<file path="src/hw/rtl/d2pc_pkg.sv">
`timescale 1ns / 1ps
`default_nettype none
package d2pc_pkg;

   // Configuration register indexes
   typedef enum logic [2:0] {
      CSR_IMAGE_WIDTH = 3'd0,
      CSR_CENTER_X    = 3'd1,
      CSR_CENTER_Y    = 3'd2,
      CSR_FOCAL_X     = 3'd3,
      CSR_FOCAL_Y     = 3'd4,
      CSR_DEPTH_SCALE = 3'd5
   } csr_index_type;

   // Back-end sequencer states
   typedef enum logic [2:0] {
      BK_IDLE,
      BK_PREP,
      BK_MUL,
      BK_DIVZ,
      BK_DIVX,
      BK_DIVY,
      BK_SEND
   } back_state_type;

   localparam int unsigned DEPTH_W  = 16;
   localparam int unsigned COLOR_W  = 24;
   localparam int unsigned PARAM_W  = 16;
   localparam int unsigned WIDTH_W  = 13;
   localparam int unsigned DEN_W    = 32;
   localparam int unsigned FRAC_W   = 16;
   localparam int unsigned COORD_W  = 32;
   localparam int unsigned Z_W      = 31;
   localparam logic [COORD_W-1:0] SAT_POS = 32'h7FFF_FFFF;
   localparam logic [COORD_W-1:0] SAT_NEG = 32'h8000_0000;
   localparam logic [Z_W-1:0]     SAT_Z   = 31'h7FFF_FFFF;

endpackage
`default_nettype wire

</file>
<file path="src/hw/rtl/d2pc_front.sv">
`timescale 1ns / 1ps
`default_nettype none
module d2pc_front #(
   parameter int unsigned COORD_BITS      = 12,
   parameter int unsigned DECIMATION_STEP = 2
) (
   input  wire logic                              clock,
   input  wire logic                              reset,
   input  wire logic [d2pc_pkg::WIDTH_W-1:0]      image_width,
   input  wire logic                              req_tvalid,
   output logic                                   req_tready,
   input  wire logic                              req_tuser,
   input  wire logic [39:0]                       req_tdata,
   input  wire logic                              ent_full,
   output logic                                   ent_push,
   output logic [2*COORD_BITS+d2pc_pkg::DEPTH_W+d2pc_pkg::COLOR_W-1:0] ent_data
);
   import d2pc_pkg::*;

   localparam int unsigned PH_W = (DECIMATION_STEP > 1) ? $clog2(DECIMATION_STEP) : 1;
   localparam logic [PH_W-1:0]       PH_LAST = PH_W'(DECIMATION_STEP - 1);
   localparam logic [COORD_BITS-1:0] MASK    = {COORD_BITS{1'b1}};
   localparam int unsigned CMP_W = (COORD_BITS + 1 > WIDTH_W) ? COORD_BITS + 1 : WIDTH_W;

   logic [COORD_BITS-1:0] col_ff, col_in, row_ff, row_in, cur_col, cur_row;
   logic [PH_W-1:0]       cph_ff, cph_in, rph_ff, rph_in, cur_cph, cur_rph;
   logic [WIDTH_W-1:0]    width_eff;
   logic [DEPTH_W-1:0]    depth;
   logic                  accept, hit, wrap;

   assign req_tready = !ent_full;
   assign accept     = req_tvalid && req_tready;
   assign depth      = req_tdata[DEPTH_W-1:0];

   always_comb begin
      // frame start restarts position before this pixel is classified
      cur_col   = req_tuser ? '0 : col_ff;
      cur_row   = req_tuser ? '0 : row_ff;
      cur_cph   = req_tuser ? '0 : cph_ff;
      cur_rph   = req_tuser ? '0 : rph_ff;
      width_eff = (image_width == '0) ? WIDTH_W'(1) : image_width;
      hit       = (cur_cph == '0) && (cur_rph == '0) && (depth != '0);
      wrap      = (cur_col == MASK) ||
                  ((CMP_W'(cur_col) + CMP_W'(1)) >= CMP_W'(width_eff));
      col_in = col_ff;
      row_in = row_ff;
      cph_in = cph_ff;
      rph_in = rph_ff;
      if (accept) begin
         if (wrap) begin
            col_in = '0;
            cph_in = '0;
            row_in = cur_row + COORD_BITS'(1);
            rph_in = (cur_row == MASK || cur_rph == PH_LAST) ? '0 : cur_rph + PH_W'(1);
         end else begin
            col_in = cur_col + COORD_BITS'(1);
            cph_in = (cur_cph == PH_LAST) ? '0 : cur_cph + PH_W'(1);
            row_in = cur_row;
            rph_in = cur_rph;
         end
      end
   end

   assign ent_push = accept && hit;
   assign ent_data = {req_tdata[39:16], depth, cur_row, cur_col};

   always_ff @(posedge clock) begin
      if (reset) begin
         col_ff <= '0;
         row_ff <= '0;
         cph_ff <= '0;
         rph_ff <= '0;
      end else begin
         col_ff <= col_in;
         row_ff <= row_in;
         cph_ff <= cph_in;
         rph_ff <= rph_in;
      end
   end

endmodule
`default_nettype wire

</file>
<file path="src/hw/rtl/d2pc_fifo.sv">
`timescale 1ns / 1ps
`default_nettype none
module d2pc_fifo #(
   parameter int unsigned WIDTH = 64
) (
   input  wire logic             clock,
   input  wire logic             reset,
   input  wire logic             push,
   input  wire logic [WIDTH-1:0] push_data,
   output logic                  full,
   input  wire logic             pop,
   output logic                  valid,
   output logic [WIDTH-1:0]      pop_data
);
   import d2pc_pkg::*;

   logic [WIDTH-1:0] slot_ff [2];
   logic             wptr_ff, wptr_in, rptr_ff, rptr_in;
   logic [1:0]       count_ff, count_in;

   assign full     = (count_ff == 2'd2);
   assign valid    = (count_ff != 2'd0);
   assign pop_data = slot_ff[rptr_ff];

   always_comb begin
      wptr_in  = push ? !wptr_ff : wptr_ff;
      rptr_in  = pop ? !rptr_ff : rptr_ff;
      count_in = count_ff + 2'(push) - 2'(pop);
   end

   always_ff @(posedge clock) begin
      if (push) begin
         slot_ff[wptr_ff] <= push_data;
      end
   end

   always_ff @(posedge clock) begin
      if (reset) begin
         wptr_ff  <= 1'b0;
         rptr_ff  <= 1'b0;
         count_ff <= 2'd0;
      end else begin
         wptr_ff  <= wptr_in;
         rptr_ff  <= rptr_in;
         count_ff <= count_in;
      end
   end

endmodule
`default_nettype wire

</file>
<file path="src/hw/rtl/d2pc_div.sv">
`timescale 1ns / 1ps
`default_nettype none
module d2pc_div #(
   parameter int unsigned NUM_W = 48
) (
   input  wire logic                         clock,
   input  wire logic                         reset,
   input  wire logic                         start,
   input  wire logic [NUM_W-1:0]             numer,
   input  wire logic [d2pc_pkg::DEN_W-1:0]   denom,
   output logic                              done,
   output logic [NUM_W-1:0]                  quot
);
   import d2pc_pkg::*;

   localparam int unsigned CNT_W = $clog2(NUM_W + 1);

   logic [NUM_W-1:0] num_ff, num_in;
   logic [DEN_W-1:0] den_ff, den_in, rem_ff, rem_in;
   logic [CNT_W-1:0] cnt_ff, cnt_in;
   logic             busy_ff, busy_in, done_ff, done_in;
   logic [DEN_W:0]   trial;
   logic             qbit;

   // one quotient bit per cycle, restoring
   always_comb begin
      trial   = {rem_ff, num_ff[NUM_W-1]};
      qbit    = (trial >= {1'b0, den_ff});
      num_in  = num_ff;
      den_in  = den_ff;
      rem_in  = rem_ff;
      cnt_in  = cnt_ff;
      busy_in = busy_ff;
      done_in = 1'b0;
      if (start) begin
         num_in  = numer;
         den_in  = denom;
         rem_in  = '0;
         cnt_in  = '0;
         busy_in = 1'b1;
      end else if (busy_ff) begin
         num_in = {num_ff[NUM_W-2:0], qbit};
         rem_in = qbit ? DEN_W'(trial - {1'b0, den_ff}) : trial[DEN_W-1:0];
         cnt_in = cnt_ff + CNT_W'(1);
         if (cnt_ff == CNT_W'(NUM_W - 1)) begin
            busy_in = 1'b0;
            done_in = 1'b1;
         end
      end
   end

   assign done = done_ff;
   assign quot = num_ff;

   always_ff @(posedge clock) begin
      num_ff <= num_in;
      den_ff <= den_in;
      rem_ff <= rem_in;
      cnt_ff <= cnt_in;
   end

   always_ff @(posedge clock) begin
      if (reset) begin
         busy_ff <= 1'b0;
         done_ff <= 1'b0;
      end else begin
         busy_ff <= busy_in;
         done_ff <= done_in;
      end
   end

endmodule
`default_nettype wire

</file>
<file path="src/hw/rtl/d2pc_back.sv">
`timescale 1ns / 1ps
`default_nettype none
module d2pc_back #(
   parameter int unsigned COORD_BITS = 12
) (
   input  wire logic                           clock,
   input  wire logic                           reset,
   input  wire logic [d2pc_pkg::PARAM_W-1:0]   center_x,
   input  wire logic [d2pc_pkg::PARAM_W-1:0]   center_y,
   input  wire logic [d2pc_pkg::PARAM_W-1:0]   focal_x,
   input  wire logic [d2pc_pkg::PARAM_W-1:0]   focal_y,
   input  wire logic [d2pc_pkg::PARAM_W-1:0]   depth_scale,
   input  wire logic                           ent_valid,
   input  wire logic [2*COORD_BITS+d2pc_pkg::DEPTH_W+d2pc_pkg::COLOR_W-1:0] ent_data,
   output logic                                ent_pop,
   output logic                                rsp_tvalid,
   input  wire logic                           rsp_tready,
   output logic [119:0]                        rsp_tdata
);
   import d2pc_pkg::*;

   localparam int unsigned POS_W  = COORD_BITS + 4;
   localparam int unsigned DIFF_W = (POS_W > PARAM_W) ? POS_W : PARAM_W;
   localparam int unsigned PROD_W = DIFF_W + DEPTH_W;
   localparam int unsigned NUM_W  = PROD_W + FRAC_W;

   back_state_type        state_ff, state_in;
   logic [COORD_BITS-1:0] col_ff, row_ff;
   logic [DEPTH_W-1:0]    d_ff;
   logic [COLOR_W-1:0]    bgr_ff;
   logic [DIFF_W-1:0]     dx_ff, dy_ff, px16, py16, cx_ext, cy_ext;
   logic                  nx_ff, ny_ff;
   logic [PROD_W-1:0]     px_ff, py_ff;
   logic [DEN_W-1:0]      denx_ff, deny_ff;
   logic [PARAM_W-1:0]    scale_eff, fx_eff, fy_eff;
   logic [Z_W-1:0]        z_ff;
   logic [COORD_W-1:0]    x_ff;
   logic                  rsp_valid_ff, rsp_valid_in;
   logic [119:0]          rsp_data_ff;
   logic                  load, prep, mul, store_z, store_x, store_y, send;
   logic                  div_start, div_done;
   logic [NUM_W-1:0]      div_num, div_q;
   logic [DEN_W-1:0]      div_den;

   function automatic logic [COORD_W-1:0] clamp_xy(input logic [NUM_W-1:0] q,
                                                   input logic neg);
      logic big;
      big = |q[NUM_W-1:COORD_W-1];
      if (neg) begin
         clamp_xy = big ? SAT_NEG : COORD_W'(0) - q[COORD_W-1:0];
      end else begin
         clamp_xy = big ? SAT_POS : q[COORD_W-1:0];
      end
   endfunction

   assign scale_eff = (depth_scale == '0) ? PARAM_W'(1) : depth_scale;
   assign fx_eff    = (focal_x == '0) ? PARAM_W'(1) : focal_x;
   assign fy_eff    = (focal_y == '0) ? PARAM_W'(1) : focal_y;
   assign px16      = DIFF_W'({col_ff, 4'b0000});
   assign py16      = DIFF_W'({row_ff, 4'b0000});
   assign cx_ext    = DIFF_W'(center_x);
   assign cy_ext    = DIFF_W'(center_y);

   always_comb begin
      state_in  = state_ff;
      load      = 1'b0;
      prep      = 1'b0;
      mul       = 1'b0;
      store_z   = 1'b0;
      store_x   = 1'b0;
      store_y   = 1'b0;
      send      = 1'b0;
      div_start = 1'b0;
      div_num   = NUM_W'({d_ff, {FRAC_W{1'b0}}});
      div_den   = DEN_W'(scale_eff);
      case (state_ff)
         BK_IDLE: begin
            if (ent_valid) begin
               load     = 1'b1;
               state_in = BK_PREP;
            end
         end
         BK_PREP: begin
            prep     = 1'b1;
            state_in = BK_MUL;
         end
         BK_MUL: begin
            mul       = 1'b1;
            div_start = 1'b1;
            state_in  = BK_DIVZ;
         end
         BK_DIVZ: begin
            div_num = {px_ff, {FRAC_W{1'b0}}};
            div_den = denx_ff;
            if (div_done) begin
               store_z   = 1'b1;
               div_start = 1'b1;
               state_in  = BK_DIVX;
            end
         end
         BK_DIVX: begin
            div_num = {py_ff, {FRAC_W{1'b0}}};
            div_den = deny_ff;
            if (div_done) begin
               store_x   = 1'b1;
               div_start = 1'b1;
               state_in  = BK_DIVY;
            end
         end
         BK_DIVY: begin
            if (div_done) begin
               store_y  = 1'b1;
               state_in = BK_SEND;
            end
         end
         BK_SEND: begin
            if (!rsp_valid_ff || rsp_tready) begin
               send     = 1'b1;
               state_in = BK_IDLE;
            end
         end
         default: begin
            state_in = BK_IDLE;
         end
      endcase
   end

   assign ent_pop = load;

   d2pc_div #(
      .NUM_W(NUM_W)
   ) u_div (
      .clock (clock),
      .reset (reset),
      .start (div_start),
      .numer (div_num),
      .denom (div_den),
      .done  (div_done),
      .quot  (div_q)
   );

   logic [COORD_W-1:0] y_ff;

   always_ff @(posedge clock) begin
      if (load) begin
         col_ff <= ent_data[COORD_BITS-1:0];
         row_ff <= ent_data[2*COORD_BITS-1:COORD_BITS];
         d_ff   <= ent_data[2*COORD_BITS+DEPTH_W-1:2*COORD_BITS];
         bgr_ff <= ent_data[2*COORD_BITS+DEPTH_W+COLOR_W-1:2*COORD_BITS+DEPTH_W];
      end
      if (prep) begin
         nx_ff <= px16 < cx_ext;
         ny_ff <= py16 < cy_ext;
         dx_ff <= (px16 < cx_ext) ? cx_ext - px16 : px16 - cx_ext;
         dy_ff <= (py16 < cy_ext) ? cy_ext - py16 : py16 - cy_ext;
      end
      if (mul) begin
         px_ff   <= PROD_W'(dx_ff) * PROD_W'(d_ff);
         py_ff   <= PROD_W'(dy_ff) * PROD_W'(d_ff);
         denx_ff <= DEN_W'(scale_eff) * DEN_W'(fx_eff);
         deny_ff <= DEN_W'(scale_eff) * DEN_W'(fy_eff);
      end
      if (store_z) begin
         z_ff <= (|div_q[NUM_W-1:Z_W]) ? SAT_Z : div_q[Z_W-1:0];
      end
      if (store_x) begin
         x_ff <= clamp_xy(div_q, nx_ff);
      end
      if (store_y) begin
         y_ff <= clamp_xy(div_q, ny_ff);
      end
      if (send) begin
         rsp_data_ff <= {1'b0, bgr_ff[23:16], bgr_ff[15:8], bgr_ff[7:0], z_ff, y_ff, x_ff};
      end
   end

   always_comb begin
      rsp_valid_in = rsp_valid_ff;
      if (send) begin
         rsp_valid_in = 1'b1;
      end else if (rsp_tready) begin
         rsp_valid_in = 1'b0;
      end
   end

   always_ff @(posedge clock) begin
      if (reset) begin
         state_ff     <= BK_IDLE;
         rsp_valid_ff <= 1'b0;
      end else begin
         state_ff     <= state_in;
         rsp_valid_ff <= rsp_valid_in;
      end
   end

   assign rsp_tvalid = rsp_valid_ff;
   assign rsp_tdata  = rsp_data_ff;

endmodule
`default_nettype wire

</file>
<file path="src/hw/rtl/depth_to_point_cloud_top.sv">
`timescale 1ns / 1ps
`default_nettype none
// Depth/BGR pixels to 3-D points. A pixel transfer is taken every cycle while the
// 2-entry queue has room; pixels that yield no point never reach the back end.
// The back end runs three divisions on one shared radix-2 divider, one quotient bit a
// cycle, on NUM_W-bit numerators, NUM_W = max(COORD_BITS + 4, 16) + 32; it finishes
// one point before it takes the next one from the queue.
// Reset (synchronous, active high) restores register defaults, zeroes row and column.
module depth_to_point_cloud_top #(
   parameter int unsigned COORD_BITS      = 12,
   parameter int unsigned DECIMATION_STEP = 2
) (
   input  wire logic         clock,
   input  wire logic         reset,
   // pixel input
   input  wire logic         req_tvalid,
   output logic              req_tready,
   input  wire logic         req_tuser,   // frame_start
   input  wire logic [39:0]  req_tdata,   // depth_raw[15:0], blue_in, green_in, red_in
   // point output
   output logic              rsp_tvalid,
   input  wire logic         rsp_tready,
   output logic [119:0]      rsp_tdata,   // point_x, point_y, point_z[30:0], blue, green,
                                          // red, one zero pad bit
   // register write port
   input  wire logic         csr_we,
   input  wire logic [2:0]   csr_addr,
   input  wire logic [15:0]  csr_wdata
);
   import d2pc_pkg::*;

   localparam int unsigned ENT_W = 2 * COORD_BITS + DEPTH_W + COLOR_W;

   logic [WIDTH_W-1:0] width_ff;
   logic [PARAM_W-1:0] cx_ff, cy_ff, fx_ff, fy_ff, scale_ff;
   logic               ent_push, ent_full, ent_pop, ent_valid;
   logic [ENT_W-1:0]   ent_in, ent_out;

   // register file, no read-back: to be written only while idle; the block itself does not enforce this
   always_ff @(posedge clock) begin
      if (reset) begin
         width_ff <= 13'd640;
         cx_ff    <= 16'd5112;
         cy_ff    <= 16'd3832;
         fx_ff    <= 16'd8400;
         fy_ff    <= 16'd8400;
         scale_ff <= 16'd1000;
      end else if (csr_we) begin
         case (csr_addr)
            CSR_IMAGE_WIDTH: width_ff <= csr_wdata[WIDTH_W-1:0];
            CSR_CENTER_X:    cx_ff    <= csr_wdata;
            CSR_CENTER_Y:    cy_ff    <= csr_wdata;
            CSR_FOCAL_X:     fx_ff    <= csr_wdata;
            CSR_FOCAL_Y:     fy_ff    <= csr_wdata;
            CSR_DEPTH_SCALE: scale_ff <= csr_wdata;
            default: begin
            end
         endcase
      end
   end

   // front: track position, decimate, drop zero depth
   d2pc_front #(
      .COORD_BITS      (COORD_BITS),
      .DECIMATION_STEP (DECIMATION_STEP)
   ) u_front (
      .clock       (clock),
      .reset       (reset),
      .image_width (width_ff),
      .req_tvalid  (req_tvalid),
      .req_tready  (req_tready),
      .req_tuser   (req_tuser),
      .req_tdata   (req_tdata),
      .ent_full    (ent_full),
      .ent_push    (ent_push),
      .ent_data    (ent_in)
   );

   // queue between front and back
   d2pc_fifo #(
      .WIDTH(ENT_W)
   ) u_fifo (
      .clock     (clock),
      .reset     (reset),
      .push      (ent_push),
      .push_data (ent_in),
      .full      (ent_full),
      .pop       (ent_pop),
      .valid     (ent_valid),
      .pop_data  (ent_out)
   );

   // back: project and hold the point in the output register
   d2pc_back #(
      .COORD_BITS(COORD_BITS)
   ) u_back (
      .clock       (clock),
      .reset       (reset),
      .center_x    (cx_ff),
      .center_y    (cy_ff),
      .focal_x     (fx_ff),
      .focal_y     (fy_ff),
      .depth_scale (scale_ff),
      .ent_valid   (ent_valid),
      .ent_data    (ent_out),
      .ent_pop     (ent_pop),
      .rsp_tvalid  (rsp_tvalid),
      .rsp_tready  (rsp_tready),
      .rsp_tdata   (rsp_tdata)
   );

   // nonzero depth over a 16-bit scale always gives z of at least one LSB
   a_z_nonzero: assert property (@(posedge clock) disable iff (reset)
      rsp_tvalid |-> (rsp_tdata[94:64] != 31'd0))
      else $error("point with zero depth");

   // front never pushes into a full queue
   a_no_overflow: assert property (@(posedge clock) disable iff (reset)
      ent_push |-> !ent_full)
      else $error("queue overflow");

   // back never pops an empty queue
   a_no_underflow: assert property (@(posedge clock) disable iff (reset)
      ent_pop |-> ent_valid)
      else $error("queue underflow");

endmodule
`default_nettype wire
</file>
<file path="config.mk">
export PLATFORM = sky130hd
export DESIGN_NAME = depth_to_point_cloud_top
export DESIGN_NICKNAME = d
export VERILOG_FILES = /design/src/hw/rtl/d2pc_pkg.sv /design/src/hw/rtl/d2pc_front.sv /design/src/hw/rtl/d2pc_fifo.sv /design/src/hw/rtl/d2pc_div.sv /design/src/hw/rtl/d2pc_back.sv /design/src/hw/rtl/depth_to_point_cloud_top.sv
export SDC_FILE = /design/constraint.sdc
export NUM_CORES = 2
export LEC_CHECK = 0
export ABC_AREA = 0
export BUFFER_PORTS_ARGS = -buffer_cell sky130_fd_sc_hd__clkbuf_2
export CORE_ASPECT_RATIO = 0.6
export CORE_UTILIZATION = 65
export DETAILED_ROUTE_END_ITERATION = 7
export PLACE_DENSITY = 0.83
export SYNTH_ARGS = -nofsm -noshare
export SYNTH_HDL_FRONTEND = slang
export SYNTH_HIERARCHICAL = 1
export SYNTH_SLANG_ARGS = --single-unit
</file>
<file path="constraint.sdc">
create_clock -name clock -period 19.1 [get_ports clock]
set_input_delay 0.955 -clock clock [delete_from_list [all_inputs] [get_ports clock]]
set_output_delay 0.955 -clock clock [all_outputs]
set_load 0.01 [all_outputs]
</file>
==> flow_metrics.py <==
metrics = {
    "worst_setup_path": {
        "r2r_end": "u_back/denx_ff[30]$_DFFE_PP_",
        "required_ps": 19520,
        "arrival_ps": 7750,
        "path_class": "flip-flop to flip-flop",
        "crit_fanout": 37,
        "rr_worst_depth": 26,
        "endpoint_kind": "flip-flop",
        "r2r_slack_ps": 11780,
        "worst_setup_path_start_kind": "flip-flop",
        "startpoint": "scale_ff[7]$_SDFFE_PP1P_",
        "r2r_start": "scale_ff[7]$_SDFFE_PP1P_",
    },
    "grt": {
        "grt_pass1_vias": 51820,
        "grt_use_total": 0.3363,
        "antenna_found_initial": 6,
        "grt_max_degree": 94,
        "grt_pass1_wl_um": 286700,
        "globalRoute.totalOverflow": 0,
    },
    "job": {
        "cap_violations": 0,
    },
    "detailed_routing": {
        "drt_iter0_markers": 5896,
        "drc": 0,
        "wire_per_inst_um": 21.88,
        "antenna_left": 0,
        "vias": 50400,
        "viasPerCell": 6.108,
        "first_pass_iters": 6,
        "wirelength_um": 180600,
    },
    "logic_synthesis": {
        "synth-async-reset-ratio": 0,
        "yosysWarnings": 6,
        "syn-instance-count": 6797,
        "syn_area_sq_um": 70520,
        "synth.top_cell.area_share": 0.2760,
        "synth_top_area_cell": "edfxtp_1",
        "yosysSeqAreaShare": 0.3236,
        "synth_most_common_cell": "inv_1",
        "ys_top_cells_by_count": "inv_1, nand2_1, fa_1",
        "synth_cell_type_count": 106,
        "synth_area_leaders": "edfxtp_1, fa_1, ha_1",
        "synth_seq_cells": 816,
        "synth_flop_cell": "edfxtp_1",
        "synth.avg_cell_area_sq_um": 10.37,
        "synth-edff-count": 648,
    },
    "timing": {
        "worst_pin_slew_ps": 1305,
        "setup-tns-final_ps": 0,
        "finalCriticalPeriod_ps": 7323,
        "rsz0062_at_grt": "no",
        "holdWs_ps": 410.2,
        "setup_violations": 0,
        "slew-limit-headroom": 0.1250,
        "slew_violations": 0,
        "finalWorstSetupSlack_ps": 11780,
        "max_freq_ghz": 0.1366,
        "finalCritPeriodShare": 0.3834,
        "skew_ps": 52.42,
        "hold_viol": 0,
    },
    "clocking": {
        "postCtsHoldBufs": 0,
        "cts_tree": "done",
        "clk-insertion-delay-late_ps": 690,
        "htreeDepth": 3,
        "numCtsBuffers": 76,
        "clock_path_buffers": 3,
        "path_clk_slew_ps": 70,
        "cts_resized": 0,
        "clkSinkCount": 816,
        "post_cts_buffers": 0,
        "clock-root-buffer": "clkbuf_16",
    },
    "cells_and_area": {
        "area_delta_synth_final_pct": 5.802,
        "register_area_sq_um": 22830,
        "multi_input_area_sq_um": 42050,
        "fill_cells": 7614,
        "drive_gt1_frac": 0.08131,
        "nNetsFinal": 8121,
    },
    "placed_design": {
        "place_worst_setup_slack_ps": 11960,
        "dp_hpwl_um": 131700,
        "numPortBuffers": 185,
        "gp_congestion": 0.9476,
    },
    "floorplanning": {
        "coreArea_sq_um": 107400,
        "initial_core_util": 0.6566,
        "die_area_sq_um": 109900,
        "fp.dieW_um": 427.2,
        "die_h_um": 257.1,
        "ios": 187,
        "std_cell_rows": 93,
    },
    "min_path": {
        "min-delay-start": "u_back/z_ff[8]$_SDFFCE_PP1P_",
        "hold_end": "u_back/rsp_tdata[72]$_DFFE_PP_",
        "holdPathStages": 0,
        "hp-class": "flip-flop to flip-flop",
    },
    "run_status": {
        "status": "completed",
    },
}
per-stage QoR:
step                cell area [sq um]  instances    util
global placement                72170       8111  0.6720
finish                          74610       8252  0.6946
global route                    74610       8252  0.6946
floorplan                       70580       6813       -
CTS                             74600       8251  0.6946
detailed placement              72170       8111  0.6720
area by class of cell:
class | count | share of cell area
antenna | 1 | 0.00003354
sequential | 816 | 0.3060
multi-input combinational | 4547 | 0.5637
clock inverter | 40 | 0.004931
clock buffer | 100 | 0.02769
timing repair buffer | 267 | 0.02069
tap | 1425 | 0.02390
inverter | 1056 | 0.05313
layer usage:
metal	up-vias	share of wire	track usage
li1	22050	-	-
met1	24890	0.41	0.4924
met2	3108	0.42	0.4794
met3	351	0.14	0.1118
met4	4	0.027	0.09048
met5	-	0.00018	0
cells by family after synthesis:
logic type / share of synthesized area
AND/OR/NAND/NOR: 0.1394
buffers and inverters: 0.08176
adder cells (fa/ha/maj): 0.3122
AO/OA/AOI/OAI: 0.08192
flip-flops: 0.3236
multiplexers: 0.03813
XOR/XNOR: 0.02292
other: 0.00005318
cell usage in the layout, fill, tap and decap left out, drive strengths merged, types with 95 or more instances in the layout:
cell / synthesis / final
nor2: 252 / 252
a22o: 95 / 95
nand2: 786 / 786
a21o: 98 / 98
mux2: 113 / 113
inv: 1056 / 1061
xnor2: 121 / 121
edfxtp: 648 / 648
a21oi: 285 / 285
nand2b: 118 / 118
mux2i: 119 / 119
clkbuf: 322 / 284
o21ai: 128 / 128
fa: 779 / 779
dfxtp: 168 / 168
and2: 458 / 458
ha: 513 / 513
registers in the layout, indices dropped and copies added, names as in the netlist, 24 cells and up, named ones only:
name,flops
u_back/denx_ff,32
u_back/bgr_ff,24
u_back/deny_ff,32
u_fifo/slot_ff,128
u_back/u_div/den_ff,32
u_back/rsp_tdata,119
u_back/py_ff,32
u_back/z_ff,31
u_back/x_ff,32
u_back/u_div/quot,48
u_back/px_ff,32
u_back/u_div/rem_ff,32
u_back/y_ff,32
how the worst max path moves through the flow:
stage,slack [ps],cells past startpoint,endpoint
floorplan,5840,7,u_back/u_div/quot[0]$_DFFE_PP_
global placement,12100,26,u_back/denx_ff[30]$_DFFE_PP_
detailed placement,11960,26,u_back/denx_ff[30]$_DFFE_PP_
CTS,11920,26,u_back/denx_ff[30]$_DFFE_PP_
global route,11480,26,u_back/denx_ff[30]$_DFFE_PP_
finish,11780,26,u_back/denx_ff[30]$_DFFE_PP_
worst max-delay path: stages (launching register included):
cell and delay (ps):
dfxtp_1 300, buf_4 300, nor4_1 350, a41o_1 250, buf_4 420, nand2_1 130, fa_1 460, inv_1 70
ha_1 140, inv_1 50, fa_1 380, fa_1 500, inv_1 60, fa_1 530, inv_1 50, fa_1 470
inv_1 40, ha_1 380, a21o_1 210, a21o_1 170, a221o_1 370, a31o_2 260, a31oi_1 390, o21bai_1 110
a21o_1 220, a221oi_2 290, xnor2_1 100
Power is left out: the tool's default activity adds up to more than one toggle a clock period on the data nets, which glitch-free logic cannot reach.
